## src/rtl/core/isn_pkg.sv

```systemverilog
// Package for the interpolated sample-and-hold noise core.
// Holds widths, register indexes, sequencer states, handshake structs and
// the rounding and saturation helpers. Depends on nothing.
package isn_pkg;

  // Field and level widths.
  localparam int LEVEL_WIDTH = 24;
  localparam int COUNT_WIDTH = 32;
  localparam int RATE_W      = 18;
  localparam int AMP_W       = 24;
  localparam int PATTERN_W   = 21;
  localparam int FREQ_W      = 32;

  // Configuration port.
  localparam int ADDR_W = 4;
  localparam int DATA_W = 32;
  localparam int REG_W  = 2;

  localparam logic [REG_W-1:0] REG_SAMPLE_RATE = 2'd0;
  localparam logic [REG_W-1:0] REG_AMPLITUDE   = 2'd1;
  localparam logic [REG_W-1:0] REG_OFFSET      = 2'd2;
  localparam logic [REG_W-1:0] REG_PATTERN     = 2'd3;

  localparam logic [RATE_W-1:0]    RESET_SAMPLE_RATE = RATE_W'(44100);
  localparam logic [AMP_W-1:0]     RESET_AMPLITUDE   = AMP_W'(65536);

  // Shared multiplier.
  localparam int MUL_W  = 33;
  localparam int PROD_W = 2 * MUL_W;

  // Level arithmetic with headroom before saturation.
  localparam int SUM_W  = LEVEL_WIDTH + 4;
  localparam int DIFF_W = LEVEL_WIDTH + 1;

  // Fraction t and fade curve, Q0.16 with room for the value one.
  localparam int FRAC_W = 16;
  localparam int T_W    = FRAC_W + 1;
  localparam int S_W    = T_W + 3;
  localparam logic [T_W-1:0] ONE_Q16   = T_W'(1) << FRAC_W;
  localparam logic [S_W-1:0] FADE_GAIN = S_W'(5);

  // Shared divider.
  localparam int FREQ_FRAC_W = 12;
  localparam int DIV_NUM_W   = RATE_W + FREQ_FRAC_W;
  localparam int DIV_W       = 32;
  localparam int DIV_ITER_W  = $clog2(DIV_NUM_W + 1);
  localparam logic [DIV_ITER_W-1:0] PERIOD_ITERS = DIV_ITER_W'(DIV_NUM_W);
  localparam logic [DIV_ITER_W-1:0] FRAC_ITERS   = DIV_ITER_W'(FRAC_W);

  localparam logic [COUNT_WIDTH-1:0] COUNT_MAX = '1;
  localparam logic signed [FREQ_W-1:0] FREQ_MIN = FREQ_W'(4);

  // Generator.
  localparam logic [31:0] RNG_MULT = 32'd16807;

  typedef logic signed [LEVEL_WIDTH-1:0] level_t;

  typedef enum logic [3:0] {
    ST_IDLE,
    ST_DIV_PERIOD,
    ST_CHECK,
    ST_SCALE,
    ST_VALUE,
    ST_T_START,
    ST_DIV_T,
    ST_SQUARE,
    ST_FOURTH,
    ST_FIFTH,
    ST_FADE,
    ST_LIN,
    ST_SMO,
    ST_FINISH,
    ST_DONE
  } isn_state_e;

  // Divider request and status.
  typedef struct packed {
    logic                  start;
    logic [DIV_ITER_W-1:0] iters;
  } div_req_t;

  typedef struct packed {
    logic busy;
    logic done;
  } div_stat_t;

  // Rounds p / 2^sh to nearest, halves toward plus infinity.
  function automatic logic signed [PROD_W-1:0] round_shift(
    input logic signed [PROD_W-1:0] p,
    input int unsigned              sh
  );
    logic signed [PROD_W-1:0] bias;
    bias = PROD_W'(1) << (sh - 1);
    return (p + bias) >>> sh;
  endfunction

  // Clamps a widened level to the signed level range.
  function automatic level_t sat_level(input logic signed [SUM_W-1:0] v);
    logic signed [SUM_W-1:0] lvl_max;
    logic signed [SUM_W-1:0] lvl_min;
    lvl_max = SUM_W'((64'sd1 <<< (LEVEL_WIDTH - 1)) - 64'sd1);
    lvl_min = SUM_W'(-(64'sd1 <<< (LEVEL_WIDTH - 1)));
    if (v > lvl_max) begin
      return lvl_max[LEVEL_WIDTH-1:0];
    end else if (v < lvl_min) begin
      return lvl_min[LEVEL_WIDTH-1:0];
    end
    return v[LEVEL_WIDTH-1:0];
  endfunction

endpackage

```

## src/rtl/core/interpolated_sample_hold_noise_core.sv

```systemverilog
// Interpolated sample-and-hold noise core: one tick in, three levels out.
// Uses isn_pkg, isn_divider and isn_multiplier.
//
// Usage:
//   The input channel carries one audio sample tick (reset_level, frequency)
//   per request; the output channel returns one request holding the held,
//   linearly blended and fade-curve blended levels for that tick.
//   Registers (sample_rate, amplitude, offset, pattern) sit on the APB port
//   at byte addresses 0, 4, 8 and 12; the user must write them only while
//   the core is idle, which the core does not enforce. Each tick runs
//   through one shared restoring divider and one shared multiplier under a
//   sequencer. The divider finds the hold period and then the fraction t
//   (skipped when the period is zero or the count has reached it); the
//   multiplier advances the generator when the period has run out and forms
//   the fade curve and blends. A new input is accepted once the result is
//   in the output register; in_ready_o is high only in the idle state.
//   A finished result waits in the output register while the next tick is
//   accepted; if it is still not taken when the next result is done, the
//   sequencer holds in its last step until the receiver takes it.
//   Reset loads the register defaults and clears the generator, counter and
//   levels; outputs are not valid after reset.
module interpolated_sample_hold_noise_core import isn_pkg::*; (
  input  logic                     clk_i,
  input  logic                     rst_ni,
  // Tick input channel.
  input  logic                     in_valid_i,
  output logic                     in_ready_o,
  input  logic                     reset_level_i,
  input  logic signed [FREQ_W-1:0] frequency_i,
  // Level output channel.
  output logic                     out_valid_o,
  input  logic                     out_ready_i,
  output level_t                   held_value_o,
  output level_t                   linear_value_o,
  output level_t                   smooth_value_o,
  // Configuration port.
  input  logic                     psel,
  input  logic                     penable,
  input  logic                     pwrite,
  input  logic [ADDR_W-1:0]        paddr,
  input  logic [DATA_W-1:0]        pwdata,
  output logic [DATA_W-1:0]        prdata,
  output logic                     pready
);

  isn_state_e state_q, state_d;

  // Configuration registers.
  logic [RATE_W-1:0]           sample_rate_q;
  logic signed [AMP_W-1:0]     amplitude_q;
  level_t                      offset_q;
  logic signed [PATTERN_W-1:0] pattern_q;

  // Persistent generator state.
  logic [31:0]            rng_q;
  logic                   last_reset_q;
  logic [COUNT_WIDTH-1:0] count_q;
  level_t                 newest_q, previous_q;

  // Per-tick working registers.
  logic [COUNT_WIDTH-1:0] period_q;
  logic [T_W-1:0]         t_q, t2_q, t5_q, s_q;
  level_t                 lin_q, smo_q;

  // Output register.
  logic   out_valid_q;
  level_t held_out_q, lin_out_q, smo_out_q;

  // Shared units.
  div_req_t                 div_req;
  div_stat_t                div_stat;
  logic [DIV_W-1:0]         div_rem_init, div_divisor;
  logic [DIV_NUM_W-1:0]     div_num, div_quot;
  logic                     mul_en;
  logic signed [MUL_W-1:0]  mul_a, mul_b;
  logic signed [PROD_W-1:0] prod;

  logic                     in_fire, cfg_write, out_load;
  logic                     fire;
  logic [DIV_W-1:0]         freq_clamped;
  logic [COUNT_WIDTH-1:0]   period_sat;
  logic [31:0]              rng_nz, rng_mult;
  logic signed [31:0]       rng_centered;
  logic signed [DIFF_W-1:0] diff;
  logic signed [PROD_W-1:0] rs16, rs31;
  logic [S_W-1:0]           s_sum;
  logic [S_W-1:0]           s_clamped;
  logic [REG_W-1:0]         reg_sel;

  isn_divider u_divider (
    .clk_i      (clk_i),
    .rst_ni     (rst_ni),
    .req_i      (div_req),
    .rem_init_i (div_rem_init),
    .num_i      (div_num),
    .divisor_i  (div_divisor),
    .stat_o     (div_stat),
    .quot_o     (div_quot)
  );

  isn_multiplier u_multiplier (
    .clk_i  (clk_i),
    .en_i   (mul_en),
    .a_i    (mul_a),
    .b_i    (mul_b),
    .prod_o (prod)
  );

  // Handshakes.
  assign in_ready_o = (state_q == ST_IDLE);
  assign in_fire    = in_valid_i && in_ready_o;
  assign out_load   = (state_q == ST_DONE) && (!out_valid_q || out_ready_i);
  assign reg_sel    = paddr[ADDR_W-1:2];
  assign cfg_write  = psel && penable && pwrite && pready;
  assign pready     = 1'b1;

  // Shared arithmetic around the units.
  always_comb begin
    freq_clamped = (frequency_i < FREQ_MIN) ? DIV_W'(FREQ_MIN) : DIV_W'(frequency_i);
    period_sat   = (32'(div_quot) > 32'(COUNT_MAX)) ? COUNT_MAX
                                                    : COUNT_WIDTH'(div_quot);
    fire         = count_q >= period_q;
    rng_nz       = (rng_q == 32'd0) ? 32'd1 : rng_q;
    rng_mult     = RNG_MULT + 32'(pattern_q);
    rng_centered = $signed({~prod[31], prod[30:0]});
    diff         = DIFF_W'(newest_q) - DIFF_W'(previous_q);
    rs16         = round_shift(prod, 16);
    rs31         = round_shift(prod, 31);
    s_sum        = FADE_GAIN * S_W'(rs16[T_W-1:0]) + S_W'(t5_q);
    s_clamped    = (s_sum > S_W'(ONE_Q16)) ? S_W'(ONE_Q16) : s_sum;
  end

  // Sequencer: next state and unit controls.
  always_comb begin
    state_d      = state_q;
    div_req      = '0;
    div_rem_init = '0;
    div_num      = '0;
    div_divisor  = '0;
    mul_en       = 1'b0;
    mul_a        = '0;
    mul_b        = '0;
    case (state_q)
      ST_IDLE: begin
        div_rem_init = '0;
        div_num      = {sample_rate_q, {FREQ_FRAC_W{1'b0}}};
        div_divisor  = freq_clamped;
        div_req.iters = PERIOD_ITERS;
        if (in_fire) begin
          div_req.start = 1'b1;
          state_d       = ST_DIV_PERIOD;
        end
      end
      ST_DIV_PERIOD: begin
        if (div_stat.done) begin
          state_d = ST_CHECK;
        end
      end
      ST_CHECK: begin
        // Advance the generator only when the period has run out.
        if (fire) begin
          mul_en  = 1'b1;
          mul_a   = $signed(MUL_W'(rng_nz));
          mul_b   = $signed(MUL_W'(rng_mult));
          state_d = ST_SCALE;
        end else begin
          state_d = ST_T_START;
        end
      end
      ST_SCALE: begin
        mul_en  = 1'b1;
        mul_a   = MUL_W'(amplitude_q);
        mul_b   = MUL_W'(rng_centered);
        state_d = ST_VALUE;
      end
      ST_VALUE: begin
        state_d = ST_T_START;
      end
      ST_T_START: begin
        div_rem_init  = DIV_W'(count_q);
        div_num       = '0;
        div_divisor   = DIV_W'(period_q);
        div_req.iters = FRAC_ITERS;
        if (period_q == '0 || count_q == period_q) begin
          state_d = ST_SQUARE;
        end else begin
          div_req.start = 1'b1;
          state_d       = ST_DIV_T;
        end
      end
      ST_DIV_T: begin
        if (div_stat.done) begin
          state_d = ST_SQUARE;
        end
      end
      ST_SQUARE: begin
        mul_en  = 1'b1;
        mul_a   = $signed(MUL_W'(t_q));
        mul_b   = $signed(MUL_W'(t_q));
        state_d = ST_FOURTH;
      end
      ST_FOURTH: begin
        mul_en  = 1'b1;
        mul_a   = $signed(MUL_W'(rs16[T_W-1:0]));
        mul_b   = $signed(MUL_W'(rs16[T_W-1:0]));
        state_d = ST_FIFTH;
      end
      ST_FIFTH: begin
        mul_en  = 1'b1;
        mul_a   = $signed(MUL_W'(rs16[T_W-1:0]));
        mul_b   = $signed(MUL_W'(t_q));
        state_d = ST_FADE;
      end
      ST_FADE: begin
        mul_en  = 1'b1;
        mul_a   = $signed(MUL_W'(t2_q));
        mul_b   = $signed(MUL_W'(ONE_Q16 - t_q));
        state_d = ST_LIN;
      end
      ST_LIN: begin
        mul_en  = 1'b1;
        mul_a   = MUL_W'(diff);
        mul_b   = $signed(MUL_W'(t_q));
        state_d = ST_SMO;
      end
      ST_SMO: begin
        mul_en  = 1'b1;
        mul_a   = MUL_W'(diff);
        mul_b   = $signed(MUL_W'(s_q));
        state_d = ST_FINISH;
      end
      ST_FINISH: begin
        state_d = ST_DONE;
      end
      ST_DONE: begin
        if (out_load) begin
          state_d = ST_IDLE;
        end
      end
      default: begin
        state_d = ST_IDLE;
      end
    endcase
  end

  // Sequencer state register.
  always_ff @(posedge clk_i or negedge rst_ni) begin
    if (!rst_ni) begin
      state_q <= ST_IDLE;
    end else begin
      state_q <= state_d;
    end
  end

  // Configuration registers.
  always_ff @(posedge clk_i or negedge rst_ni) begin
    if (!rst_ni) begin
      sample_rate_q <= RESET_SAMPLE_RATE;
      amplitude_q   <= RESET_AMPLITUDE;
      offset_q      <= '0;
      pattern_q     <= '0;
    end else if (cfg_write) begin
      case (reg_sel)
        REG_SAMPLE_RATE: sample_rate_q <= pwdata[RATE_W-1:0];
        REG_AMPLITUDE:   amplitude_q   <= pwdata[AMP_W-1:0];
        REG_OFFSET:      offset_q      <= pwdata[LEVEL_WIDTH-1:0];
        REG_PATTERN:     pattern_q     <= pwdata[PATTERN_W-1:0];
        default: ;
      endcase
    end
  end

  // Register read back, signed registers sign-extended.
  always_comb begin
    case (reg_sel)
      REG_SAMPLE_RATE: prdata = DATA_W'(sample_rate_q);
      REG_AMPLITUDE:   prdata = DATA_W'(amplitude_q);
      REG_OFFSET:      prdata = DATA_W'(offset_q);
      REG_PATTERN:     prdata = DATA_W'(pattern_q);
      default:         prdata = '0;
    endcase
  end

  // Generator, counter and held levels.
  always_ff @(posedge clk_i or negedge rst_ni) begin
    if (!rst_ni) begin
      rng_q        <= '0;
      last_reset_q <= 1'b0;
      count_q      <= '0;
      newest_q     <= '0;
      previous_q   <= '0;
    end else begin
      case (state_q)
        ST_IDLE: begin
          if (in_fire) begin
            // A rising reset level reseeds the generator.
            if (!last_reset_q && reset_level_i) begin
              rng_q <= 32'd1;
            end
            last_reset_q <= reset_level_i;
          end
        end
        ST_CHECK: begin
          if (!fire) begin
            count_q <= count_q + COUNT_WIDTH'(1);
          end
        end
        ST_SCALE: begin
          rng_q <= prod[31:0];
        end
        ST_VALUE: begin
          previous_q <= newest_q;
          newest_q   <= sat_level(rs31[SUM_W-1:0] + SUM_W'(offset_q));
          count_q    <= '0;
        end
        default: ;
      endcase
    end
  end

  // Per-tick working registers.
  always_ff @(posedge clk_i) begin
    case (state_q)
      ST_DIV_PERIOD: begin
        if (div_stat.done) begin
          period_q <= period_sat;
        end
      end
      ST_T_START: begin
        if (period_q == '0) begin
          t_q <= '0;
        end else if (count_q == period_q) begin
          t_q <= ONE_Q16;
        end
      end
      ST_DIV_T: begin
        if (div_stat.done) begin
          t_q <= {1'b0, div_quot[FRAC_W-1:0]};
        end
      end
      ST_FOURTH: t2_q  <= rs16[T_W-1:0];
      ST_FADE:   t5_q  <= rs16[T_W-1:0];
      ST_LIN:    s_q   <= s_clamped[T_W-1:0];
      ST_SMO:    lin_q <= sat_level(SUM_W'(previous_q) + rs16[SUM_W-1:0]);
      ST_FINISH: smo_q <= sat_level(SUM_W'(previous_q) + rs16[SUM_W-1:0]);
      default: ;
    endcase
  end

  // Output request register.
  always_ff @(posedge clk_i or negedge rst_ni) begin
    if (!rst_ni) begin
      out_valid_q <= 1'b0;
    end else if (out_load) begin
      out_valid_q <= 1'b1;
    end else if (out_ready_i) begin
      out_valid_q <= 1'b0;
    end
  end

  always_ff @(posedge clk_i) begin
    if (out_load) begin
      held_out_q <= newest_q;
      lin_out_q  <= lin_q;
      smo_out_q  <= smo_q;
    end
  end

  assign out_valid_o    = out_valid_q;
  assign held_value_o   = held_out_q;
  assign linear_value_o = lin_out_q;
  assign smooth_value_o = smo_out_q;

endmodule

```

## src/rtl/core/isn_divider.sv

```systemverilog
// Restoring divider for the noise core, one quotient bit per cycle.
// Serves both the hold period and the fraction t. Depends on isn_pkg.
module isn_divider import isn_pkg::*; (
  input  logic                 clk_i,
  input  logic                 rst_ni,
  input  div_req_t             req_i,
  input  logic [DIV_W-1:0]     rem_init_i,
  input  logic [DIV_NUM_W-1:0] num_i,
  input  logic [DIV_W-1:0]     divisor_i,
  output div_stat_t            stat_o,
  output logic [DIV_NUM_W-1:0] quot_o
);

  logic                  busy_q, done_q;
  logic [DIV_ITER_W-1:0] cnt_q;
  logic [DIV_W-1:0]      rem_q, div_q;
  logic [DIV_NUM_W-1:0]  num_q, quot_q;

  logic [DIV_W:0]        trial;
  logic [DIV_W:0]        diff;
  logic                  take;

  // One trial subtraction per cycle; the remainder stays below the divisor.
  always_comb begin
    trial = {rem_q, num_q[DIV_NUM_W-1]};
    diff  = trial - {1'b0, div_q};
    take  = trial >= {1'b0, div_q};
  end

  // Iteration control.
  always_ff @(posedge clk_i or negedge rst_ni) begin
    if (!rst_ni) begin
      busy_q <= 1'b0;
      done_q <= 1'b0;
      cnt_q  <= '0;
    end else begin
      done_q <= 1'b0;
      if (req_i.start) begin
        busy_q <= 1'b1;
        cnt_q  <= req_i.iters;
      end else if (busy_q) begin
        cnt_q <= cnt_q - DIV_ITER_W'(1);
        if (cnt_q == DIV_ITER_W'(1)) begin
          busy_q <= 1'b0;
          done_q <= 1'b1;
        end
      end
    end
  end

  // Operand and quotient registers.
  always_ff @(posedge clk_i) begin
    if (req_i.start) begin
      rem_q  <= rem_init_i;
      num_q  <= num_i;
      div_q  <= divisor_i;
      quot_q <= '0;
    end else if (busy_q) begin
      rem_q  <= take ? diff[DIV_W-1:0] : trial[DIV_W-1:0];
      num_q  <= {num_q[DIV_NUM_W-2:0], 1'b0};
      quot_q <= {quot_q[DIV_NUM_W-2:0], take};
    end
  end

  assign stat_o.busy = busy_q;
  assign stat_o.done = done_q;
  assign quot_o      = quot_q;

endmodule

```

## src/rtl/core/isn_multiplier.sv

```systemverilog
// Shared signed multiplier of the noise core with a registered product.
// Every multiplication of the sequence goes through it. Depends on isn_pkg.
module isn_multiplier import isn_pkg::*; (
  input  logic                     clk_i,
  input  logic                     en_i,
  input  logic signed [MUL_W-1:0]  a_i,
  input  logic signed [MUL_W-1:0]  b_i,
  output logic signed [PROD_W-1:0] prod_o
);

  logic signed [PROD_W-1:0] prod_q;

  // Product is held until the next launch.
  always_ff @(posedge clk_i) begin
    if (en_i) begin
      prod_q <= PROD_W'(a_i) * PROD_W'(b_i);
    end
  end

  assign prod_o = prod_q;

endmodule

```

## config.mk

```make
export PLATFORM = sky130hd
export DESIGN_NAME = interpolated_sample_hold_noise_core
export DESIGN_NICKNAME = d
export VERILOG_FILES = /design/src/rtl/core/isn_pkg.sv /design/src/rtl/core/interpolated_sample_hold_noise_core.sv /design/src/rtl/core/isn_divider.sv /design/src/rtl/core/isn_multiplier.sv
export SDC_FILE = /design/constraint.sdc
export NUM_CORES = 2
export LEC_CHECK = 0
export ABC_AREA = 0
export BUFFER_PORTS_ARGS = -buffer_cell sky130_fd_sc_hd__buf_2
export CAP_MARGIN = 20
export CORE_MARGIN = 5
export CORE_UTILIZATION = 45
export DETAILED_ROUTE_END_ITERATION = 7
export HOLD_SLACK_MARGIN = 0.02
export PLACE_DENSITY = 0.64
export SYNTH_ARGS = -nofsm -noshare
export SYNTH_HDL_FRONTEND = slang
export SYNTH_HIERARCHICAL = 1
export SYNTH_SLANG_ARGS = --single-unit
```

## constraint.sdc

```tcl
create_clock -name clk_i -period 25 [get_ports clk_i]
set_clock_uncertainty 0.05 [all_clocks]
set_input_delay 6.25 -clock clk_i [delete_from_list [all_inputs] [get_ports clk_i]]
set_output_delay 6.25 -clock clk_i [all_outputs]
set_load 0.03 [all_outputs]
```

==> flow_metrics.py <==
metrics = {
    "cts": {
        "clk-insertion-delay-late_ns": 0.64,
        "post_cts_buffers": 0,
        "clk_pin_slew_ns": 0.06,
        "hold_buffers": 0,
        "clock-root-buffer": "clkbuf_16",
        "cts_buffer_depth": 3,
        "ctsResizeCount": 0,
        "cts_tree": "built",
        "clock_sinks": 613,
        "cts_buffers": 70,
        "htreeDepth": 3,
    },
    "sta": {
        "max_slew_margin_pct": 22.5,
        "setup_ws_ns": 10.54,
        "slew_viol_final": 0,
        "fin_setup_tns_ns": 0,
        "timing.final.crit_period_ns": 14.46,
        "tightest_slew_ns": 1.16,
        "setup_viol": 0,
        "fin_crit_sh_pct": 57.8,
        "rsz0062_at_grt": "false",
        "hold_viol": 0,
        "fmax_mhz": 69.2,
    },
    "detailed_routing": {
        "vias_per_cell": 5.68,
        "vias": 53700,
        "drc": 2,
        "wirelength_um": 215000,
        "drt_first_iter_violations": 4705,
        "dr.pass1.iters": 8,
        "wl_per_cell_um": 22.8,
        "ant_nets": 0,
    },
    "die": {
        "die_w_um": 410,
        "io_pins": 183,
        "die-area_um2": 168000,
        "fp-row-count": 146,
        "start_util_pct": 45.3,
        "core_area_um2": 159000,
        "die_h_um": 410,
    },
    "setup_path": {
        "worst_path_dominant_cell_family": "buffers and inverters",
        "r2r-start": "newest_q[0]$_DFFE_PN0P_",
        "required_ns": 18.70,
        "crit_buf_inv": 3,
        "crit_top_cell": "buf_2",
        "cp_slowest_stage_delay_ns": 0.61,
        "arrival_ns": 8.16,
        "critPathKind": "in2out",
        "critPathSlowestCell": "nor2b_1",
        "startpoint_type": "primary input",
        "path_cells": "buf_2, buf_4, nor2b_1, a22o_1, buf_2",
        "startpoint": "paddr[2]",
        "end_kind": "output pin",
        "critPathMaxFanout": 30,
    },
    "place": {
        "post-dp-hpwl_um": 159000,
        "port-buffer-count": 171,
        "placed_cell_area_um2": 75000,
        "pre_cts_ws_ns": 10.57,
        "gp_congestion": 0.941,
    },
    "final_layout": {
        "synthToLayoutAreaGrowth_pct": 7.70,
        "stdcell_area_um2": 77400,
        "regArea_um2": 17100,
        "layout-drive-gt1-share_pct": 9.33,
        "layout.nets": 8881,
        "postLayoutCoreUtil_pct": 48.8,
        "nFillCells": 14700,
        "multi_input_area_um2": 48900,
    },
    "global_route": {
        "grt_usage_pct": 25.7,
        "overflow": 0,
        "grt_start_max_net_pins": 169,
        "grt_pass1_wl_um": 334000,
        "antenna_found_initial": 20,
        "grt_pass1_vias": 56100,
    },
    "yosys": {
        "yosys_warnings": 6,
        "synth.cell_area_um2": 71900,
        "syn_inst": 7312,
        "avgSynthCellArea_um2": 9.83,
    },
    "outcome": {
        "violations": "DRC",
        "status": "complete, but fails checks",
    },
    "power_and_ir_drop": {
        "ir_drop_mv": 0.155,
        "p_leak_uw": 0.0370,
        "finalPower_uw": 9900,
        "pwr_density_cell_nw_per_um2": 128,
    },
    "job": {
        "maxCapViolCount": 0,
    },
    "hold_path": {
        "min_from": "smo_q[9]$_DFFE_PP_",
        "hold_class": "reg2reg",
    },
}
## worst register-to-register path, delay by kind of cell (launching register included)
kind	cells	cell delay, ns
DFF	1	0.43
adders and majority gates	11	5.04
xor gates and xnor gates	1	0.16
buffers and inverters	7	1.01
and+or+nand+nor	7	2.53
AOI/OAI and AO/OA	11	3.01
## registers in the layout, indices dropped and copies added, names as in the netlist, 30 cells and up
register and flops:
period_q 30, u_multiplier/prod_o 59, rng_q 32, u_divider/div_q 32, count_q 32, u_divider/quot_o 30, u_divider/num_q 30, u_divider/rem_q 32
## per-stage QoR
stage / cells / hold WS (ns)
global placement: 9310 / 0.352
floorplan: 7324 / 0.350
global route: 9450 / 0.375
detailed placement: 9311 / 0.355
CTS: 9440 / 0.368
finish: 9455 / 0.365
## power by group
part           switching, uW  leakage (uW)  internal [uW]  total (uW)
registers                316       0.00636           1620        1940
clock network            447       0.00115            612        1060
logic                   4470        0.0295           2430        6900
total                   5230        0.0370           4670        9900
## routing by layer
| layer | vias up | wire (um) | global-route usage, % |
|---|---|---|---|
| met4 | 2 | 8810 | 9.32 |
| met1 | 27600 | 85900 | 33.4 |
| li1 | 23400 | - | - |
| met5 | - | 11 | 0 |
| met2 | 2205 | 103000 | 42.8 |
| met3 | 548 | 17400 | 4.99 |
## layout by cell type (no fill, tap or decap), types with 18 or more instances in the layout
master        n
edfxtp_1    371
o21bai_1     27
mux2_2      121
o211ai_1     38
o21a_1       37
nand4_1      54
nand3_1      86
nor3_1       55
ha_1        397
fa_1       1093
nor4_1       34
o21ai_1      28
buf_4       108
buf_2       170
clkbuf_1     20
a222oi_1     25
dfxtp_1      30
nand2_1     830
clkbuf_16    72
nand2b_1     24
and2_1      604
a21o_1       95
mux4_2       18
a211oi_1     24
mux2i_1      68
xor2_1      102
o21ai_2      18
or2_2        25
dfrtp_1     204
a31oi_1      29
a21oi_1     212
xnor2_1     118
a22o_1       30
inv_1      1258
o21ai_0     230
nor2b_1      23
and3_1       77
nor2_1      281
## cell type report
type | count | area share (%)
Antenna cell | 11 | 0.0355
Clock buffer | 99 | 2.55
Clock inverter | 30 | 0.482
Inverter | 1260 | 6.11
Multi-Input combinational cell | 5086 | 63.2
Sequential cell | 613 | 22.0
Tap cell | 2072 | 3.35
Timing Repair Buffer | 284 | 2.28
## final timing paths
check / end / slack (ns) / cells past startpoint
max: prdata[19] / 10.54 / 5
min: smooth_value_o[9]$_DFFE_PP_ / 0.37 / 0
max reg2reg: u_multiplier/prod_o[58]$_DFFE_PP_ / 12.53 / 37
min reg2reg: smooth_value_o[9]$_DFFE_PP_ / 0.37 / 0
max in group asynchronous: newest_q[22]$_DFFE_PN0P_ / 17.25 / 3
min in group asynchronous: offset_q[9]$_DFFE_PN0P_ / 5.63 / 1
(Power assumes the default switching activity.)
